===== src/rtl/crceng_pkg.sv =====
// shared types, constants and crc step functions for the reflected crc engine
package crceng_pkg;

    localparam int BYTES_PER_ITEM = 8;
    localparam int DATA_W         = 64;
    localparam int CRC_W          = 64;
    localparam int COUNT_W        = 4;
    // lanes cannot exceed the bytes that the data field carries
    localparam int LANE_COUNT     = (BYTES_PER_ITEM < DATA_W / 8) ? BYTES_PER_ITEM : DATA_W / 8;
    localparam int LANE_IDX_W     = (LANE_COUNT > 1) ? $clog2(LANE_COUNT) : 1;
    localparam int CFG_IDX_W      = 1;

    typedef logic [CRC_W-1:0] crc_t;

    localparam crc_t POLY_32 = 64'h0000_0000_EDB8_8320;
    localparam crc_t POLY_64 = 64'hC96C_5795_D787_0F42;
    localparam crc_t MASK_32 = 64'h0000_0000_FFFF_FFFF;

    typedef enum logic [CFG_IDX_W-1:0] {
        CFG_MODE = 1'b0,
        CFG_SEED = 1'b1
    } cfg_idx_t;

    // control that travels with an item from the lane stage to the merge stage
    typedef struct packed {
        logic                valid;
        logic                start;
        logic                wide;
        logic [COUNT_W-1:0]  count;
    } stage_ctrl_t;

    function automatic crc_t width_mask(input logic wide);
        return wide ? '1 : MASK_32;
    endfunction

    // eight reflected shift steps with no data folded in
    function automatic crc_t crc_shift8(input crc_t crc_in, input logic wide);
        crc_t crc;
        crc_t poly;
        crc  = crc_in;
        poly = wide ? POLY_64 : POLY_32;
        for (int b = 0; b < 8; b++) begin
            crc = (crc >> 1) ^ (crc[0] ? poly : '0);
        end
        return crc;
    endfunction

endpackage


===== src/rtl/crceng_merge.sv =====
// merge stage: advances the running crc and combines the lane contributions
module crceng_merge
    import crceng_pkg::*;
(
    input  logic        aclk,
    input  logic        aresetn,
    input  logic        advance,
    input  stage_ctrl_t ctrl,
    input  crc_t        lane_crc [LANE_COUNT],
    input  crc_t        seed,
    output logic        m_valid,
    output crc_t        m_crc_result
);

    crc_t running_crc_reg, running_crc_next;
    crc_t result_reg, result_next;
    logic valid_reg, valid_next;
    logic take;
    crc_t mask;
    crc_t crc_adv;
    crc_t lane_sum;

    assign take = ctrl.valid && advance;

    always_comb begin
        mask    = width_mask(ctrl.wide);
        crc_adv = ctrl.start ? (~seed & mask) : (running_crc_reg & mask);
        for (int k = 0; k < LANE_COUNT; k++) begin
            if (COUNT_W'(k) < ctrl.count) begin
                crc_adv = crc_shift8(crc_adv, ctrl.wide);
            end
        end
        lane_sum = '0;
        for (int j = 0; j < LANE_COUNT; j++) begin
            lane_sum = lane_sum ^ lane_crc[j];
        end
        running_crc_next = take ? ((crc_adv ^ lane_sum) & mask) : running_crc_reg;
        result_next      = take ? (~(crc_adv ^ lane_sum) & mask) : result_reg;
        valid_next       = advance ? ctrl.valid : valid_reg;
    end

    always_ff @(posedge aclk) begin
        if (!aresetn) begin
            running_crc_reg <= '1;
            valid_reg       <= 1'b0;
        end else begin
            running_crc_reg <= running_crc_next;
            valid_reg       <= valid_next;
        end
    end

    always_ff @(posedge aclk) begin
        result_reg <= result_next;
    end

    assign m_valid      = valid_reg;
    assign m_crc_result = result_reg;

endmodule


===== config.mk =====
export PLATFORM = sky130hd
export DESIGN_NAME = crceng_merge
export DESIGN_NICKNAME = d
export VERILOG_FILES = /design/src/rtl/crceng_pkg.sv /design/src/rtl/crceng_merge.sv
export SDC_FILE = /design/constraint.sdc
export NUM_CORES = 2
export LEC_CHECK = 0
export BUFFER_PORTS_ARGS = -buffer_cell sky130_fd_sc_hd__buf_2
export CAP_MARGIN = 20
export CORE_ASPECT_RATIO = 2
export CORE_MARGIN = 1.5
export CORE_UTILIZATION = 65
export DETAILED_ROUTE_END_ITERATION = 8
export GPL_ROUTABILITY_DRIVEN = 0
export HOLD_SLACK_MARGIN = 0.08
export PLACE_DENSITY = 0.88
export SKIP_CTS_REPAIR_TIMING = 1
export SLEW_MARGIN = 10
export SYNTH_ARGS = -nofsm -noshare
export SYNTH_HDL_FRONTEND = slang
export SYNTH_SLANG_ARGS = --single-unit

===== constraint.sdc =====
create_clock -name aclk -period 25.5 [get_ports aclk]
set_clock_uncertainty 0.2 [all_clocks]
set_input_delay 2.55 -clock aclk [delete_from_list [all_inputs] [get_ports aclk]]
set_output_delay 2.55 -clock aclk [all_outputs]
set_load 0.05 [all_outputs]

==> reports/results.txt, run 1 <==
H-tree Lvls -> 4
Syn. warnings -> 0
outcome -> stopped before the end
Synth Area per Inst -> 7.629 µm²
Post-synth EDFFs -> 64
#FFs+latches synth -> 129
port bufs -> 650
Inserted Clock Buffers -> 17
first-pass GRT wire length -> 406100 µm
height of the die -> 358.9 µm
top_reg_cell synth -> dfxtp_1
GRT Util Overall -> 82.62%
vias in the first global route -> 52700
final HPWL from detailed placement -> 185500 µm
Clock Sinks -> 129
Synth Instances -> 5397
Fail Step -> global routing (5_1_grt)
Syn Nets -> 5983
pin count of the biggest net entering global routing -> 93
Clock Tree Buf Depth -> 2
Post-DP Area -> 44470 µm²
initial cell density of the core -> 65.58%
stop err -> [ERROR GRT-0116] Global routing finished with congestion. Check the congestion regions in the DRC Viewer.
library cells used by synthesis -> 134
cell area after synthesis -> 41170 µm²
CTS root buf -> clkbuf_16
register area share after synthesis -> 7.828%
I/O pins -> 651
Die X -> 181.0 µm
row cnt -> 130
grt ovf -> 2450
Async SR Flop Fraction -> 0%
-- cell usage after synthesis (26+ instances only) --
library cell | instances | share of area [%]
o21ai_1 | 30 | 0.36
buf_2 | 78 | 0.95
nor2_1 | 471 | 4.3
nand2_1 | 519 | 4.7
a21o_1 | 33 | 0.60
mux2_2 | 32 | 0.88
o211ai_1 | 61 | 1.1
o22ai_1 | 26 | 0.40
nand3_1 | 99 | 1.2
nand4_1 | 39 | 0.59
clkbuf_1 | 205 | 1.9
o21a_1 | 32 | 0.58
nor4_1 | 36 | 0.55
and3_1 | 41 | 0.62
buf_1 | 56 | 0.51
or3_1 | 34 | 0.52
xnor3_1 | 103 | 5.6
or2_2 | 27 | 0.41
edfxtp_1 | 64 | 4.7
xor2_1 | 262 | 5.6
dfxtp_1 | 65 | 3.2
a211oi_1 | 50 | 0.91
nor3_1 | 102 | 1.2
xnor2_1 | 1451 | 31
buf_4 | 26 | 0.47
o21ai_0 | 311 | 3.8
and2_1 | 67 | 1.0
mux2i_1 | 191 | 4.6
a21oi_1 | 349 | 4.2
-- metal layers --
metal / overflow / GRT usage (%)
met5: 4 / 39.85
met4: 597 / 84.87
met2: 1766 / 105.9
met3: 49 / 64.93
met1: 34 / 76.92
-- stage by stage --
step / cells / setup slack [ps]
3_5_place_dp: 6545 / 7790
2_1_floorplan: 5397 / 11370
4_1_cts: 6577 / 8244
3_3_place_gp: 6544 / 8152
-- cell families after synthesis --
kind of cell	share of synthesized area (%)
buf+inv	4.455
xor+xnor	44.69
compound gates	18.92
simple gates	17.56
mux	6.537
flops	7.828
==> run 2, diff against run 1 <==
Settings changed: CORE_ASPECT_RATIO 2 to unset, CORE_UTILIZATION 65 to 40, HOLD_SLACK_MARGIN 0.08 to unset, PLACE_DENSITY 0.88 to unset, PLACE_DENSITY_LB_ADDON set to 0.15.
==> reports/results.txt, run 2 <==
outcome -> finished, final reports clean (was stopped before the end)
largest family of logic cells by synthesized area -> XOR/XNOR gates (unchanged)
Synth Area per Inst -> 7.629 µm² (unchanged)
Synth Area in Simple Gates -> 17.56% (unchanged)
Max stage delay on crit path -> 940 ps
clock slew at reported path FFs -> 90 ps
#FFs+latches synth -> 129 (unchanged)
cell mode on critical path -> xnor3_1
Die X -> 323.8 µm (was 181.0 µm)
share of the synthesized area in the top cell type -> 30.87% (unchanged)
RSZ-0062 raised after global routing -> no
pin count of the biggest net entering global routing -> 101
Worst-Margin Slew -> 1221 ps
most common cell after layout, fill and taps aside -> xnor2_1
setup violators final -> 0
antenna violations before repair -> 35
mux contribution to synthesized area -> 6.537% (unchanged)
Data required, critical path -> 25490 ps
port bufs -> 650 (unchanged)
Syn Nets -> 5983 (unchanged)
Post-synth EDFFs -> 64 (unchanged)
Core ar. -> 101900 µm²
H-tree Lvls -> 4 (unchanged)
post-layout min period -> 18410 ps
Startpoint Class -> primary input
Setup crit end kind -> flop
top_reg_cell synth -> dfxtp_1 (unchanged)
I/O pins -> 651 (unchanged)
Async SR Flop Fraction -> 0% (unchanged)
Final Hold Fails -> 0
Syn. warnings -> 0 (unchanged)
max-slew violations -> 0
fillers -> 10530
period utilization -> 72.20%
GRT Util Overall -> 41.27%
register area share after synthesis -> 7.828% (unchanged)
initial cell density of the core -> 40.41% (was 65.58%)
row cnt -> 117 (was 130)
slew margin rel. -> 17.72%
setup_tns -> 0 ps
post-layout net count -> 6363
Compound-Gate Fraction of Synth Area -> 18.92% (unchanged)
Area contributors post-synth -> xnor2_1, xnor3_1, xor2_1 (unchanged)
final wirelength -> 224200 µm
final HPWL from detailed placement -> 183900 µm (was 185500 µm)
height of the die -> 323.8 µm (was 358.9 µm)
Setup WS pre-CTS -> 7071 ps (was 7790 ps)
synthesis-to-finish area growth -> 11.39%
CP top delay family -> XOR/XNOR gates
CP Class -> primary input to flop
cell area after synthesis -> 41170 µm² (unchanged)
Clock Tree Buf Depth -> 2 (unchanged)
CP max FO -> 59
Post-synth top cells -> xnor2_1, nand2_1, nor2_1 (unchanged)
XOR/XNOR share of the synthesized area -> 44.69% (unchanged)
routed len/inst -> 31.26 µm
cell with the most instances after synthesis -> xnor2_1 (unchanged)
DR vias -> 44170
worst skew pair latency -> 480 ps
1st-pass router iterations -> 8
Die ar. -> 104900 µm²
Inserted Clock Buffers -> 17 (unchanged)
Synth area leader -> xnor2_1 (unchanged)
met2 WL -> 93810 µm
Routed Antenna Nets -> 0
Clock Sinks -> 129 (unchanged)
type of the worst min-delay path -> flop to flop
layout cell share with drive strength beyond 1 -> 17.39%
vias in the first global route -> 40140
CTS tree -> yes
Final WS setup -> 7089 ps
CTS root buf -> clkbuf_16 (unchanged)
first-pass GRT wire length -> 306500 µm
post-synthesis adder-cell area fraction -> 0% (unchanged)
Peak Freq -> 0.05432 GHz
max-cap viol count -> 0
Synth Instances -> 5397 (unchanged)
grt ovf -> 0
DR DRC count -> 0
Met3 Wirelength -> 27980 µm
wl on met1 -> 80940 µm
First DRT Iteration DRCs -> 7257
library cells used by synthesis -> 134 (unchanged)
Slowest-stage cell, CP -> nor2_1
final core utilization -> 45.01%
Worst Path Arrival -> 18400 ps
top sig layer -> met5
mean number of vias per cell -> 6.159
WP buf/inv -> 3
commonest cells after routing, fill and taps aside -> xnor2_1, buf_2, nand2_1, nor2_1, a21oi_1
[run 2: cell counts after synthesis]
Identical to the previous run, type by type.
[run 2: worst paths after layout]
path / start / end / slack [ps] / cells after the start
hold / removal: running_crc_reg[54] / running_crc_reg[54] / 290 / 2
setup reg to reg: running_crc_reg[1] / m_crc_result[19] / 9200 / 35
hold reg to reg: running_crc_reg[54] / running_crc_reg[54] / 290 / 2
setup / recovery: ctrl[4] / m_crc_result[19] / 7090 / 38
[run 2: final cells by class]
class	count	area (µm²)	area share, %
Clock inverter	14	123.9	0.2701
Sequential cell	129	3223	7.028
Antenna cell	14	35.03	0.07639
Timing Repair Buffer	742	3993	8.706
Multi-Input combinational cell	4864	36250	79.05
Inverter	23	93.84	0.2046
Tap cell	1368	1712	3.732
Clock buffer	18	429.2	0.9358
[run 2: worst min-delay path: stages, from the launching register on]
cell and delay [ps]:
dfxtp_1 350, a21oi_1 60, o21ai_0 60
[run 2: cell families after synthesis]
group / Yosys count
compound gates: 1193
xor+xnor: 1868
buf+inv: 404
flops: 129
simple gates: 1558
mux: 245
[run 2: routing by layer]
layer / up-vias / global-route usage (%)
li1: 19400 / -
met1: 20710 / 51.21
met2: 3412 / 61.56
met3: 638 / 9.309
met4: 10 / 32.45
met5: - / 0
[run 2: stage by stage]
stage                     cells  instance area, µm²  hold WS, ps
after floorplan            5397               41170        233.3
after global placement     7123               45250        254.4
after detailed placement   7124               45250        277.4
after CTS                  7156               45800        291.3
after global routing       7167               45850        301.3
final                      7172               45860        293.1
Power of run 2 is left out: the tool's default activity adds up to more than one toggle a clock period on the data nets, which glitch-free logic cannot reach.
